===== src/hdl/ptca_pkg.sv =====
// ----------------------------------------------------------------------------
// ptca_pkg
// Shared widths, operation codes and types of the paired timer channel
// allocator.
// ----------------------------------------------------------------------------
`default_nettype none

package ptca_pkg;

  localparam int unsigned FREQ_W = 26;
  localparam int unsigned CHAN_W = 4;

  // operation codes carried by func_i
  localparam logic FUNC_ALLOC   = 1'b0;
  localparam logic FUNC_RELEASE = 1'b1;

  // scan outcome, valid for one cycle when done is set
  typedef struct packed {
    logic done;
    logic found;
  } scan_stat_t;

endpackage

`default_nettype wire


===== src/hdl/ptca_ram.sv =====
// ----------------------------------------------------------------------------
// ptca_ram
// Generic single write port, single read port RAM with registered read.
// ----------------------------------------------------------------------------
`default_nettype none

module ptca_ram #(
  parameter int unsigned WIDTH = 26,
  parameter int unsigned DEPTH = 16
) (
  input  wire logic                     clk_i,
  input  wire logic                     we_i,
  input  wire logic [$clog2(DEPTH)-1:0] waddr_i,
  input  wire logic [WIDTH-1:0]         wdata_i,
  input  wire logic [$clog2(DEPTH)-1:0] raddr_i,
  output logic      [WIDTH-1:0]         rdata_o
);

  logic [WIDTH-1:0] mem_q [DEPTH];

  always_ff @(posedge clk_i) begin
    if (we_i) begin
      mem_q[waddr_i] <= wdata_i;
    end
    rdata_o <= mem_q[raddr_i];
  end

endmodule

`default_nettype wire


===== src/hdl/ptca_scan.sv =====
// ----------------------------------------------------------------------------
// ptca_scan
// Channel scan sequencer: walks the channels one per cycle, reads the pair
// partner's stored frequency and runs it through one shared comparator.
// ----------------------------------------------------------------------------
`default_nettype none

module ptca_scan
  import ptca_pkg::*;
#(
  parameter int unsigned NUM_CHANNELS = 16
) (
  input  wire logic                            clk_i,
  input  wire logic                            rst_ni,
  input  wire logic                            go_i,
  input  wire logic [NUM_CHANNELS-1:0]         used_i,
  input  wire logic [FREQ_W-1:0]               freq_i,
  output logic      [$clog2(NUM_CHANNELS)-1:0] rd_addr_o,
  input  wire logic [FREQ_W-1:0]               rd_data_i,
  output scan_stat_t                           stat_o,
  output logic      [$clog2(NUM_CHANNELS)-1:0] chan_o
);

  localparam int unsigned CW = $clog2(NUM_CHANNELS);

  localparam logic S_IDLE = 1'b0;
  localparam logic S_SCAN = 1'b1;

  logic          state_q, state_d;
  logic [CW:0]   iss_q, iss_d;       // channel whose partner is being read
  logic          cmp_vld_q, cmp_vld_d;
  logic [CW-1:0] cmp_ch_q, cmp_ch_d; // channel under compare

  logic          iss_in;
  logic [CW-1:0] iss_partner;
  logic          iss_p_in;
  logic [CW-1:0] partner;
  logic          p_in;
  logic          p_used;
  logic          own_used;
  logic          hit;
  logic          last;

  // read stage: fetch partner frequency, stay in range for the odd tail
  always_comb begin
    iss_in      = iss_q < (CW+1)'(NUM_CHANNELS);
    iss_partner = iss_q[CW-1:0] ^ CW'(1);
    iss_p_in    = {1'b0, iss_partner} < (CW+1)'(NUM_CHANNELS);
    rd_addr_o   = iss_p_in ? iss_partner : iss_q[CW-1:0];
  end

  // compare stage: shared frequency comparator
  always_comb begin
    partner  = cmp_ch_q ^ CW'(1);
    p_in     = {1'b0, partner} < (CW+1)'(NUM_CHANNELS);
    p_used   = p_in ? used_i[partner] : 1'b0;
    own_used = used_i[cmp_ch_q];
    hit      = cmp_vld_q && !own_used && (!p_used || (rd_data_i == freq_i));
    last     = cmp_vld_q && (cmp_ch_q == CW'(NUM_CHANNELS - 1));
  end

  always_comb begin
    state_d      = state_q;
    iss_d        = iss_q;
    cmp_vld_d    = 1'b0;
    cmp_ch_d     = cmp_ch_q;
    stat_o.done  = 1'b0;
    stat_o.found = 1'b0;
    chan_o       = cmp_ch_q;
    case (state_q)
      S_IDLE: begin
        if (go_i) begin
          state_d = S_SCAN;
          iss_d   = '0;
        end
      end
      S_SCAN: begin
        if (hit || last) begin
          stat_o.done  = 1'b1;
          stat_o.found = hit;
          state_d      = S_IDLE;
        end else if (iss_in) begin
          cmp_vld_d = 1'b1;
          cmp_ch_d  = iss_q[CW-1:0];
          iss_d     = iss_q + (CW+1)'(1);
        end
      end
      default: begin
        state_d = S_IDLE;
      end
    endcase
  end

  always_ff @(posedge clk_i or negedge rst_ni) begin
    if (!rst_ni) begin
      state_q   <= S_IDLE;
      iss_q     <= '0;
      cmp_vld_q <= 1'b0;
    end else begin
      state_q   <= state_d;
      iss_q     <= iss_d;
      cmp_vld_q <= cmp_vld_d;
    end
  end

  always_ff @(posedge clk_i) begin
    cmp_ch_q <= cmp_ch_d;
  end

endmodule

`default_nettype wire


===== src/hdl/paired_timer_channel_allocator_top.sv =====
// ----------------------------------------------------------------------------
// paired_timer_channel_allocator_top
// First-fit allocator of PWM channels whose even/odd pairs share one timer.
// ----------------------------------------------------------------------------
//  channel   | handshake          | payload
//  ----------+--------------------+-----------------------------------------
//  command   | start / busy       | func_i, frequency_i, release_channel_i
//  result    | valid_o (strobe)   | granted_channel_o, success_o
//
//  A release word is answered in the cycle after it is taken; busy stays low.
//  An allocate word raises busy while the scan walks one channel per cycle
//  through the frequency RAM and its single comparator. It stops at the first
//  channel that fits, or fails after the last one, and the result is registered.
//  The RAM's registered read port sets the pace of the scan.
//  Reset (rst_ni low, asynchronous) frees every channel; stored frequencies
//  are not cleared and need no clearing pass. The result strobe lasts one
//  cycle and the receiver cannot stall it.
// ----------------------------------------------------------------------------
`default_nettype none

module paired_timer_channel_allocator_top
  import ptca_pkg::*;
#(
  parameter int unsigned NUM_CHANNELS = 16
) (
  input  wire logic              clk_i,
  input  wire logic              rst_ni,
  input  wire logic              start,
  output logic                   busy,
  input  wire logic              func_i,
  input  wire logic [FREQ_W-1:0] frequency_i,
  input  wire logic [CHAN_W-1:0] release_channel_i,
  output logic                   valid_o,
  output logic      [CHAN_W-1:0] granted_channel_o,
  output logic                   success_o
);

  localparam int unsigned CW = $clog2(NUM_CHANNELS);
  // widths big enough for both a channel number and the 4-bit fields
  localparam int unsigned RW = (CW > CHAN_W) ? CW : CHAN_W;

  localparam logic T_IDLE  = 1'b0;
  localparam logic T_ALLOC = 1'b1;

  logic                    state_q, state_d;
  logic [NUM_CHANNELS-1:0] used_q, used_d;
  logic [FREQ_W-1:0]       freq_q;
  logic                    valid_q, valid_d;
  logic [CHAN_W-1:0]       gch_q, gch_d;
  logic                    succ_q, succ_d;

  logic                    accept;
  logic                    rel_in;
  logic [RW-1:0]           rel_ext;
  logic [RW-1:0]           grant_ext;

  logic [CW-1:0]           rd_addr;
  logic [FREQ_W-1:0]       rd_data;
  scan_stat_t              scan_stat;
  logic [CW-1:0]           scan_chan;
  logic                    ram_we;

  assign busy   = (state_q != T_IDLE);
  assign accept = start && !busy;

  // release target: range check and index into the used mask
  assign rel_in    = 32'(release_channel_i) < 32'(NUM_CHANNELS);
  assign rel_ext   = RW'(release_channel_i);
  assign grant_ext = RW'(scan_chan);

  // store the frequency of a granted channel
  assign ram_we = scan_stat.done && scan_stat.found;

  always_comb begin
    state_d = state_q;
    used_d  = used_q;
    valid_d = 1'b0;
    gch_d   = '0;
    succ_d  = 1'b0;
    case (state_q)
      T_IDLE: begin
        if (accept) begin
          if (func_i == FUNC_RELEASE) begin
            // answer at once: drop the used mark when the channel exists
            valid_d = 1'b1;
            succ_d  = rel_in;
            if (rel_in) begin
              used_d[rel_ext[CW-1:0]] = 1'b0;
            end
          end else begin
            state_d = T_ALLOC;
          end
        end
      end
      T_ALLOC: begin
        if (scan_stat.done) begin
          valid_d = 1'b1;
          succ_d  = scan_stat.found;
          state_d = T_IDLE;
          if (scan_stat.found) begin
            gch_d             = grant_ext[CHAN_W-1:0];
            used_d[scan_chan] = 1'b1;
          end
        end
      end
      default: begin
        state_d = T_IDLE;
      end
    endcase
  end

  always_ff @(posedge clk_i or negedge rst_ni) begin
    if (!rst_ni) begin
      state_q <= T_IDLE;
      used_q  <= '0;
      valid_q <= 1'b0;
    end else begin
      state_q <= state_d;
      used_q  <= used_d;
      valid_q <= valid_d;
    end
  end

  // hold the request frequency for the whole scan
  always_ff @(posedge clk_i) begin
    if (accept) begin
      freq_q <= frequency_i;
    end
    gch_q  <= gch_d;
    succ_q <= succ_d;
  end

  assign valid_o           = valid_q;
  assign granted_channel_o = gch_q;
  assign success_o         = succ_q;

  ptca_scan #(
    .NUM_CHANNELS (NUM_CHANNELS)
  ) u_scan (
    .clk_i     (clk_i),
    .rst_ni    (rst_ni),
    .go_i      (accept && (func_i == FUNC_ALLOC)),
    .used_i    (used_q),
    .freq_i    (freq_q),
    .rd_addr_o (rd_addr),
    .rd_data_i (rd_data),
    .stat_o    (scan_stat),
    .chan_o    (scan_chan)
  );

  ptca_ram #(
    .WIDTH (FREQ_W),
    .DEPTH (NUM_CHANNELS)
  ) u_freq_ram (
    .clk_i   (clk_i),
    .we_i    (ram_we),
    .waddr_i (scan_chan),
    .wdata_i (freq_q),
    .raddr_i (rd_addr),
    .rdata_o (rd_data)
  );

endmodule

`default_nettype wire


===== config.mk =====
export PLATFORM = sky130hd
export DESIGN_NAME = paired_timer_channel_allocator_top
export DESIGN_NICKNAME = d
export VERILOG_FILES = /design/src/hdl/ptca_pkg.sv /design/src/hdl/ptca_ram.sv /design/src/hdl/ptca_scan.sv /design/src/hdl/paired_timer_channel_allocator_top.sv
export SDC_FILE = /design/constraint.sdc
export NUM_CORES = 1
export LEC_CHECK = 0
export BUFFER_PORTS_ARGS = -buffer_cell sky130_fd_sc_hd__clkbuf_2
export CAP_MARGIN = 20
export CORE_UTILIZATION = 56
export CTS_CLUSTER_DIAMETER = 150
export DETAILED_ROUTE_END_ITERATION = 7
export PLACE_DENSITY_LB_ADDON = 0.1
export SETUP_SLACK_MARGIN = 0.02
export SLEW_MARGIN = 25
export SYNTH_ARGS = -nofsm -noshare
export SYNTH_HDL_FRONTEND = slang
export SYNTH_HIERARCHICAL = 1
export SYNTH_SLANG_ARGS = --single-unit

===== constraint.sdc =====
create_clock -name clk_i -period 4.6 [get_ports clk_i]
set_input_delay 0.46 -clock clk_i [delete_from_list [all_inputs] [get_ports clk_i]]
set_output_delay 0.46 -clock clk_i [all_outputs]
set_load 0.005 [all_outputs]

### Word-level counts from Yosys, hierarchy flattened

Memory sizes are Yosys's and may differ from the RTL's. A register that Yosys moved wholly into a read port is not among the register bits.
Cells that the tools add are included.
Widths: inputs -> output; s select.

| word-level totals | value |
|---|---|
| memory bits (writable) | 416 |
| memories kept | 1 |
| input bits | 34 |
| output and inout bits | 7 |
| register bits after elaboration | 60 |
| logic and storage cells | 90 |

Memories:

| name | words | bits a word | read ports | clocked after memory_dff | wr ports | line | source |
|---|---|---|---|---|---|---|---|
| u_freq_ram.mem_q | 16 | 26 | 1 | 1 | 1 | ptca_ram.sv:19 | `logic [WIDTH-1:0] mem_q [DEPTH];` |

| operators by class | value |
|---|---|
| add/subtract/negate cells | 1 |
| magnitude comparators | 6 |
| bitwise operators | 9 |
| multiplexer cells | 37 |
| eq/ne operators | 9 |
| reduce and logical (&&, ||, !) cells | 17 |

Operator list:

| kind | count |
|---|---|
| $mux 16 | 4 |
| $pmux 16 s2 | 1 |
| $eq 26x26->1 | 1 |
| $mux 1 | 18 |
| $and 16x16->16 | 1 |
| $not 16->16 | 1 |
| $or 16x16->16 | 1 |
| $lt 4x5->1 const B | 3 |
| $mux 5 | 3 |
| $pmux 5 s2 | 1 |
| $reduce_and 3->1 | 3 |
| $bmux 1 s4 | 2 |
| $demux 1 s4 | 2 |
| $ge 4x1->1 const B | 2 |
| $logic_and 1x1->1 | 8 |
| $ne 2x2->1 const B | 4 |
| $pmux 1 s2 | 4 |
| $ne 2x1->1 const B | 3 |
| $not 1->1 | 6 |
| $add 5x1->5 const B | 1 |
| $lt 5x5->1 const B | 1 |
| $eq 4x4->1 const B | 1 |
| $mux 2 | 2 |
| $reduce_and 4->1 | 1 |
| 2 further kinds | 5 |

### Longest topological paths before layout

Gate-level depths: netlist of the first run.

| logic depth | value |
|---|---|
| depth after elaboration | 12 |
| gate-level depth with buffers | 11 |
| mapped depth without buffers | 9 |

### By module

The synthesis of the first run kept the hierarchy.

Modules (own cells, without submodules):

| module | area each (um2) | cells an instance | times used |
|---|---|---|---|
| ptca_ram | 16377.0 | 686 | 1 |
| paired_timer_channel_allocator_top | 1785.5 | 129 | 1 |
| ptca_scan | 1118.6 | 109 | 1 |

### Worst setup path before layout of the first run

Ideal clock, no wire load.

| timing | value |
|---|---|
| path kind | register to register |
| start point | register u_scan.cmp_ch_q[1], in the netlist u_scan/chan_o[1] |
| end point | memory u_freq_ram.mem_q[0][0] (enable) |
| clock period less this slack | 4836 ps |
| data required time | 4158 ps |
| buffers on the path | 0 |
| setup time | 442 ps |
| slack | -236 ps |
| arrival time | 4394 ps |
| cell stages (with the launch flop) | 10 |
| cells stage by stage | edfxtp_1 mux4_1 nor2b_1 a31oi_1 o221ai_2 nor2_2 o21a_1 and2_1 or3b_2 nor3_1 |

RTL lines:

| element | line | source |
|---|---|---|
| start: declaration | ptca_scan.sv:32 | `logic [CW-1:0] cmp_ch_q, cmp_ch_d;` |
| start signal: assignment | ptca_scan.sv:107 | `cmp_ch_q <= cmp_ch_d;` |
| end: declaration | ptca_ram.sv:19 |  |

==> results of run 1 <==
[area by class of cell]
class                           instances  share of cell area
Clock buffer                           63              0.0619
Clock inverter                         25              0.0140
Inverter                               10             0.00194
Multi-Input combinational cell        365               0.200
Sequential cell                       502               0.667
Tap cell                              448              0.0255
Timing Repair Buffer                   83              0.0302
[cell usage after synthesis (all sizes together) (6+ instances only)]
master and number:
a21oi 8, and2 6, dfrtp 25, o21ai 10, nor2b 8, inv 10
xnor2 26, a22oi 52, nand2 45, clkbuf 17, edfxtp 446, buf 30
mux2i 8, nor2 24, nor3 8, mux4 108, dfxtp 31, a31oi 14
nand4 6
[routing by layer]
layer / up-vias / routed length (um) / GRT usage
met5: - / 0 / 0
met4: 0 / 1240 / 0.0810
met3: 87 / 2240 / 0.0378
met2: 349 / 20000 / 0.384
met1: 4958 / 17300 / 0.339
li1: 4003 / - / -
[flip-flops by register name (all words and copies together) (netlist names)]
signal,count
success_o,1
u_scan/chan_o,4
u_scan/iss_q,5
busy,1
u_freq_ram/rdata_o,26
used_q,16
granted_channel_o,4
u_scan/cmp_vld_q,1
valid_o,1
freq_q,26
u_freq_ram/mem_q,416
u_scan/state_q,1
[timing repair]
action	in CTS	in global routing
hold endpoints to repair	25	0
hold buffers	1	0
setup buffers	0	0
[cells by family (layout without fill, tap and decap cells)]
group,Yosys count,in the layout,synth area share
AND/OR/NAND/NOR,121,121,0.0313
XOR/XNOR,26,26,0.0118
buffers and inverters,57,181,0.0200
flip-flops,502,502,0.759
multiplexers,118,118,0.139
AO/OA/AOI/OAI,99,99,0.0378
adder cells (fa/ha/maj),1,1,0.000649
[report_power, final]
group	switching, mW	internal [mW]
logic	0.0186	0.0125
clock network	1.62	2.47
registers	0.000628	4.89
total	1.64	7.38
[how the worst min path moves through the flow]
stage                               start                   end  slack (ns)  cells after the start
after detailed placement           rst_ni     valid_o$_DFF_PN0_        0.52                      1
after floorplan                    rst_ni        busy$_DFF_PN0_        0.16                      0
after global placement             rst_ni     valid_o$_DFF_PN0_        0.51                      1
after global routing      frequency_i[15]  freq_q[15]$_DFFE_PP_        0.06                      1
after CTS                 frequency_i[18]  freq_q[18]$_DFFE_PP_        0.06                      1
final                      frequency_i[6]   freq_q[6]$_DFFE_PP_        0.08                      1
==> impl_metrics.json, run 1 <==
{
  "crit_family": "simple AND/OR/NAND/NOR gates",
  "core_area_sq_um": 33700,
  "placedCellCount": 1407,
  "crit_path_start": "freq_q[14]$_DFFE_PP_",
  "grt_pass1_wl_um": 61300,
  "syn-cell-area_sq_um": 19300,
  "reg2reg_depth": 10,
  "htreeDepth": 2,
  "period_share": 0.899,
  "hold_class": "in2reg",
  "vias_per_cell": 6.28,
  "pin_count": 41,
  "synth_nets": 959,
  "start_util": 0.572,
  "final_common_cell": "edfxtp_1",
  "antennaDiodeCount": 0,
  "cp_slowest_cell": "edfxtp_1",
  "criticalPathCategory": "reg2reg",
  "finalNetCount": 1046,
  "pre_cts_slack_ns": 0.553,
  "slowest_delay_ns": 0.61,
  "reg2reg_to": "u_freq_ram/mem_q[3][9]$_DFFE_PP_",
  "synth_seq_cells": 502,
  "synth_top_area_frac": 0.695,
  "timing.slew.headroom": 0.354,
  "cts_buffers": 49,
  "grt.total_usage": 0.239,
  "outcome": "finished clean",
  "placed_area_sq_um": 20300,
  "ys.flop_type": "edfxtp_1",
  "ant_nets": 0,
  "power_mw": 9.02,
  "drt_iter0_drc": 949,
  "fin_crit_ns": 4.13,
  "grt_overflow": 0,
  "r2r-start": "freq_q[14]$_DFFE_PP_",
  "hpwl_um": 23100,
  "clock_skew_ns": 0.0167,
  "cap_violations": 0,
  "fillers": 2255,
  "cts.reportedPaths.clkPinSlew_ns": 0.06,
  "synthDistinctLibCells": 54,
  "firstDrtPassIters": 5,
  "grt_pass1_vias": 9748,
  "worstPathMaxFanout": 17,
  "worst_pin_slew_ns": 0.969,
  "cts_tree": "yes",
  "path_cells": "xnor2_1, nand4_1, nor4_1, a21oi_4, nor2_2, o21a_1, and2_1, or3b_2, nor2_4, buf_12",
  "die_h_um": 188,
  "fin_tns_setup_ns": 0,
  "cp-end-kind": "flop",
  "drive_gt1_frac": 0.250,
  "grt_max_degree": 67,
  "startpoint_type": "flop",
  "post_cts_resized": 0,
  "avgSynthCellArea_sq_um": 20.9,
  "required_ns": 4.86,
  "crit_cells": 10,
  "clock_latency_ns": 0.55,
  "fin_area_sq_um": 22000,
  "vias": 9397,
  "clockRootBuffer": "clkbuf_16",
  "antenna_found_initial": 0,
  "irDropWorstVdd_v": 0.000323,
  "ys_seq_area_frac": 0.759,
  "io_buffer_count": 40,
  "synthTopCellsByArea": "edfxtp_1, mux4_2, mux4_1",
  "synth_edf_count": 446,
  "regArea_sq_um": 14600,
  "yosys_warnings": 6,
  "routedWlPerCell_um": 27.3,
  "rsz0062_at_grt": "false",
  "postSynth.asyncResetShare": 0.0498,
  "setup_slack_ns": 0.465,
  "wl_um": 40800,
  "hold_viol": 0,
  "postSynthCellCount": 924,
  "synth_top_cell_by_area": "edfxtp_1",
  "die_w_um": 188,
  "p_leak_nw": 7.25,
  "hold_slack_ns": 0.0797,
  "endpoint": "u_freq_ram/mem_q[3][9]$_DFFE_PP_",
  "drc_errors": 0,
  "rows": 67,
  "finalSetupViolCount": 0,
  "final_max_slew_viol_count": 0,
  "final_cells": 1496,
  "crit_arrival_ns": 4.39,
  "r2r_slack_ns": 0.47,
  "fp.dieArea_sq_um": 35200,
  "post-route-util": 0.652,
  "pwr_density_cell_nw_per_um2": 411,
  "clockBufferDepth": 3,
  "layout_common_cells": "edfxtp_1, mux4_2, a22oi_1",
  "syn2layout_area_growth_pct": 13.9,
  "finalWeightedCongestion": 0.787,
  "fmax_mhz": 242,
  "clock-sinks": 502,
  "cp_num_buf_inv": 1,
  "multiInputGateArea_sq_um": 4380
}
Power figures use the tool's default switching activity.
==> inputs of run 2 (changes only) <==
--- a/config.mk
+++ b/config.mk
@@ -5,7 +5,7 @@
 export SDC_FILE = /design/constraint.sdc
 export NUM_CORES = 1
 export LEC_CHECK = 0
-export BUFFER_PORTS_ARGS = -buffer_cell sky130_fd_sc_hd__clkbuf_2
+export BUFFER_PORTS_ARGS = -buffer_cell sky130_fd_sc_hd__buf_2
 export CAP_MARGIN = 20
 export CORE_UTILIZATION = 56
 export CTS_CLUSTER_DIAMETER = 150
==> impl_metrics.json, run 2 (synthesis gave the netlist of run 1 again) <==
{
  "pin_count": 41,
  "r2r_slack_ns": 0.49,
  "layout_common_cells": "edfxtp_1, mux4_2, a22oi_1",
  "p_leak_nw": 7.24,
  "grt_overflow": 0,
  "cts.reportedPaths.clkPinSlew_ns": 0.06,
  "regMostFlops": "u_freq_ram/mem_q",
  "reg.largest.list": "u_freq_ram/mem_q: 416 flops, freq_q: 26 flops, u_freq_ram/rdata_o: 26 flops",
  "start_util": 0.572,
  "irDropWorstVdd_v": 0.000316,
  "antennaDiodeCount": 0,
  "cts_tree": "yes",
  "clock_latency_ns": 0.56,
  "r2r-start": "freq_q[25]$_DFFE_PP_",
  "clock-sinks": 502,
  "worstHoldStart": "frequency_i[12]",
  "drive_gt1_frac": 0.249,
  "worstHoldPathCells": 1,
  "hpwl_um": 23600,
  "crit_arrival_ns": 4.33,
  "cap_violations": 0,
  "fmax_mhz": 244,
  "fin_crit_ns": 4.11,
  "post_cts_resized": 0,
  "drt_iter0_drc": 873,
  "routedWlPerCell_um": 27.6,
  "required_ns": 4.83,
  "fin_tns_setup_ns": 0,
  "htreeDepth": 2,
  "cts_setup_buffers": 0,
  "cp-end-kind": "flop",
  "io_buffer_count": 40,
  "worst_pin_slew_ns": 0.954,
  "holdPathEnd": "freq_q[12]$_DFFE_PP_",
  "final_max_slew_viol_count": 0,
  "clockRootBuffer": "clkbuf_16",
  "reg2reg_to": "u_freq_ram/mem_q[0][25]$_DFFE_PP_",
  "finalNetCount": 1052,
  "outcome": "finished clean",
  "period_share": 0.892,
  "timing.slew.headroom": 0.364,
  "finalWeightedCongestion": 0.789,
  "clock_skew_ns": 0.0139,
  "finalSetupViolCount": 0,
  "worstPathMaxFanout": 17,
  "fillers": 2286,
  "vias": 9426,
  "rsz0062_at_grt": "false",
  "wl_um": 41500,
  "hold_class": "in2reg",
  "core_area_sq_um": 33700,
  "criticalPathCategory": "reg2reg",
  "startpoint_type": "flop",
  "grt_pass1_vias": 9946,
  "vias_per_cell": 6.26,
  "grt.total_usage": 0.246,
  "hold_viol": 0,
  "largest_reg_flops": 416,
  "ant_nets": 0,
  "syn2layout_area_growth_pct": 13.5,
  "cts_buffers": 50,
  "pwr_density_cell_nw_per_um2": 404,
  "grt_max_degree": 56,
  "fp.dieArea_sq_um": 35200,
  "antenna_found_initial": 0,
  "clockBufferDepth": 3,
  "die_w_um": 188,
  "die_h_um": 188,
  "final_common_cell": "edfxtp_1",
  "drc_errors": 0,
  "fin_area_sq_um": 21900,
  "placed_area_sq_um": 20300,
  "grt_pass1_wl_um": 62700,
  "rows": 67,
  "firstDrtPassIters": 5,
  "reg2reg_depth": 10
}
run 2: cell types whose count changed in the layout (fill, tap and decap cells not counted), moves of 4 or more:
cell | previous run | this run
buf_4 | 31 | 39
buf_2 | 0 | 40
clkbuf_2 | 40 | 0
clkbuf_1 | 7 | 12
bufinv_16 | 7 | 3
run 2: per-layer routing:
| layer | track usage | wire length [um] | part of all wire | vias to the layer above |
|---|---|---|---|---|
| met4 | 0.0657 | 928 | 0.022 | 0 |
| met3 | 0.0359 | 2610 | 0.063 | 72 |
| li1 | - | - | - | 4020 |
| met2 | 0.397 | 20400 | 0.49 | 347 |
| met5 | 0 | 0 | 0 | - |
| met1 | 0.356 | 17500 | 0.42 | 4987 |
run 2: worst max-delay path: stages (launching register included):
cell and delay (ns):
edfxtp_1 0.62, xnor2_1 0.33, nand4_1 0.19, nor4_1 0.68, a21oi_4 0.16, nor2_2 0.23
o21a_1 0.24, and2_1 0.22, or3b_2 0.60, nor3_4 0.16, buf_4 0.34
run 2: area by class of cell:
cell class / instances / area, sq um / share of cell area
Tap cell: 448 / 561 / 0.0256
Inverter: 10 / 42.5 / 0.00194
Clock buffer: 69 / 1400 / 0.0641
Multi-Input combinational cell: 365 / 4380 / 0.200
Sequential cell: 502 / 14600 / 0.669
Timing Repair Buffer: 88 / 663 / 0.0303
Clock inverter: 23 / 193 / 0.00880
run 2: worst max path at each step:
stage,endpoint,from,slack [ns],cells after the start
after global placement,u_freq_ram/mem_q[0][8]$_DFFE_PP_,freq_q[3]$_DFFE_PP_,0.66,11
after detailed placement,u_freq_ram/mem_q[0][8]$_DFFE_PP_,freq_q[25]$_DFFE_PP_,0.59,10
after CTS,u_freq_ram/mem_q[0][8]$_DFFE_PP_,freq_q[25]$_DFFE_PP_,0.56,10
after floorplan,u_freq_ram/mem_q[8][0]$_DFFE_PP_,u_scan/chan_o[1]$_DFFE_PP_,0.09,9
final,u_freq_ram/mem_q[0][25]$_DFFE_PP_,freq_q[25]$_DFFE_PP_,0.49,10
after global routing,u_freq_ram/mem_q[0][0]$_DFFE_PP_,freq_q[3]$_DFFE_PP_,0.43,11
run 2: repair_timing:
action | in CTS | in global routing
hold endpoints to repair | 25 | 0
setup endpoints to repair | 0 | 0
hold buffers | 1 | 0
run 2: stage by stage:
stage           util  setup WS [ns]  hold slack [ns]  cells  power [mW]
2_1_floorplan      -         0.0871            0.164    924        5.00
3_3_place_gp   0.602          0.664            0.493   1412        5.02
3_5_place_dp   0.602          0.594            0.496   1412        5.02
4_1_cts        0.649          0.560           0.0439   1505        8.92
5_1_grt        0.649          0.428           0.0488   1505        9.08
6_report       0.649          0.495           0.0728   1505        8.84
run 2: report_power, final:
part | switching, mW | internal (mW) | total [mW] | leakage [nW]
logic | 0.0176 | 0.0125 | 0.0301 | 1.94
registers | 0.000650 | 4.89 | 4.90 | 4.51
clock network | 1.62 | 2.30 | 3.92 | 0.788
total | 1.64 | 7.20 | 8.84 | 7.24
==> inputs of run 3 (changes only) <==
--- a/config.mk
+++ b/config.mk
@@ -7,7 +7,9 @@
 export LEC_CHECK = 0
 export BUFFER_PORTS_ARGS = -buffer_cell sky130_fd_sc_hd__buf_2
 export CAP_MARGIN = 20
-export CORE_UTILIZATION = 56
+export CELL_PAD_IN_SITES_DETAIL_PLACEMENT = 1
+export CELL_PAD_IN_SITES_GLOBAL_PLACEMENT = 1
+export CORE_UTILIZATION = 50
 export CTS_CLUSTER_DIAMETER = 150
 export DETAILED_ROUTE_END_ITERATION = 7
 export PLACE_DENSITY_LB_ADDON = 0.1
==> impl_metrics.json, run 3 (synthesis gave the netlist of run 1 again) <==
{
  "outcome": "finished clean",
  "hold_class": "in2reg",
  "antenna_found_initial": 0,
  "rsz0062_at_grt": "false",
  "cts.reportedPaths.clkPinSlew_ns": 0.06,
  "vias": 9252,
  "power_mw": 8.81,
  "grt_overflow": 0,
  "drc_errors": 0,
  "post_cts_resized": 0,
  "die_h_um": 198,
  "io_buffer_count": 40,
  "hold_viol": 0,
  "clockRootBuffer": "clkbuf_16",
  "start_util": 0.509,
  "hpwl_um": 24100,
  "clock_latency_ns": 0.58,
  "finalNetCount": 1048,
  "grtUsageMet2": 0.388,
  "use_met3": 0.0419,
  "crit_arrival_ns": 4.32,
  "pre_cts_slack_ns": 0.475,
  "grt_pass1_wl_um": 63500,
  "antennaDiodeCount": 0,
  "fp.dieArea_sq_um": 39400,
  "htreeDepth": 2,
  "regMostFlops": "u_freq_ram/mem_q",
  "cts_tree": "yes",
  "grt.total_usage": 0.225,
  "p_leak_nw": 7.18,
  "post-route-util": 0.578,
  "finalWeightedCongestion": 0.802,
  "wl_um": 42600,
  "fin_tns_setup_ns": 0,
  "irDropWorstVdd_v": 0.000314,
  "grt.met1_usage": 0.297,
  "fin_crit_ns": 4.09,
  "cap_violations": 0,
  "startpoint_type": "flop",
  "grt_max_degree": 68,
  "worst_pin_slew_ns": 0.869,
  "largest_reg_flops": 416,
  "layout_common_cells": "edfxtp_1, mux4_2, a22oi_1",
  "rows": 71,
  "syn2layout_area_growth_pct": 13.5,
  "clock-sinks": 502,
  "grt-busiest-layer": "met2",
  "pin_count": 41,
  "timing.slew.headroom": 0.420,
  "placedCellCount": 1469,
  "fmax_mhz": 244,
  "fillers": 3263,
  "clock_skew_ns": 0.0135,
  "clockBufferDepth": 3,
  "finalSetupViolCount": 0,
  "ant_nets": 0,
  "pwr_density_cell_nw_per_um2": 402,
  "final_cells": 1562,
  "die_w_um": 198,
  "core_area_sq_um": 37800,
  "cp-end-kind": "flop",
  "criticalPathCategory": "reg2reg",
  "setup_slack_ns": 0.509,
  "period_share": 0.889,
  "required_ns": 4.83,
  "final_max_slew_viol_count": 0,
  "final_common_cell": "edfxtp_1",
  "worstPathMaxFanout": 20,
  "cts_buffers": 51,
  "grt_pass1_vias": 10100,
  "firstDrtPassIters": 5,
  "drive_gt1_frac": 0.239,
  "vias_per_cell": 5.92,
  "reg.largest.list": "u_freq_ram/mem_q: 416 flops, freq_q: 26 flops, u_freq_ram/rdata_o: 26 flops",
  "routedWlPerCell_um": 27.3,
  "drt_iter0_drc": 564
}
==> run 3: cell types whose count changed in the layout (fill, tap and decap cells not counted) <==
cell      before  now
clkinv_4       1    0
buf_4         39   33
and2_1         5    6
buf_12         8    9
clkinv_2       8    7
clkbuf_8       6    3
clkinv_1       9    4
clkbuf_1      12   22
inv_8          1    0
and2_2         1    0
==> run 3: worst paths after layout <==
kind,start,slack (ns),cells after the start,end
worst max register to register,freq_q[11]$_DFFE_PP_,0.51,11,u_freq_ram/mem_q[4][13]$_DFFE_PP_
worst max-delay path,freq_q[11]$_DFFE_PP_,0.51,11,u_freq_ram/mem_q[4][13]$_DFFE_PP_
min in group asynchronous,rst_ni,0.42,2,used_q[14]$_DFFE_PN0P_
worst min register to register,used_q[10]$_DFFE_PN0P_,0.55,1,used_q[10]$_DFFE_PN0P_
worst min-delay path,frequency_i[4],0.06,1,freq_q[4]$_DFFE_PP_
max in group asynchronous,rst_ni,3.73,2,u_scan/iss_q[1]$_DFFE_PN0P_
==> run 3: metrics by stage <==
stage	cell area, sq um	hold WS [ns]
2_1_floorplan	19300	0.164
6_report	21900	0.0573
3_5_place_dp	20300	0.493
4_1_cts	21900	0.0203
5_1_grt	21900	0.0322
3_3_place_gp	20300	0.476
==> run 3: critical path, cell delays in order (launching register included) <==
cell	delay (ns)
edfxtp_1	0.65
xnor2_1	0.46
nand4_1	0.15
nor3_1	0.46
buf_4	0.23
a21oi_4	0.07
nor2_2	0.21
o21a_1	0.23
and2_1	0.25
nand3b_1	0.32
nor3_2	0.28
buf_4	0.42
==> run 3: layout make-up <==
cell class	instances	area, sq um	area share
inverter	10	42.5	0.00194
tap	511	639	0.0292
multi-input combinational	365	4380	0.200
clock inverter	15	149	0.00680
timing repair buffer	83	638	0.0291
clock buffer	76	1400	0.0640
sequential	502	14600	0.669
==> run 3: per-layer routing <==
metal	vias up	part of all wire	routed length, um
met5	-	0	0
met4	0	0.019	830
met3	52	0.043	1830
met2	203	0.51	21900
met1	4984	0.42	18000
li1	4013	-	-
==> run 3: what timing repair did <==
| action | 4_1_cts | 5_1_grt |
|---|---|---|
| hold buffers | 1 | 0 |
| setup buffers | 0 | 0 |
| hold endpoints to repair | 25 | 0 |
==> run 3: power breakdown <==
group          switching, mW  internal (mW)
sequential          0.000696           4.89
combinational         0.0179         0.0125
clock                   1.62           2.26
total                   1.64           7.17
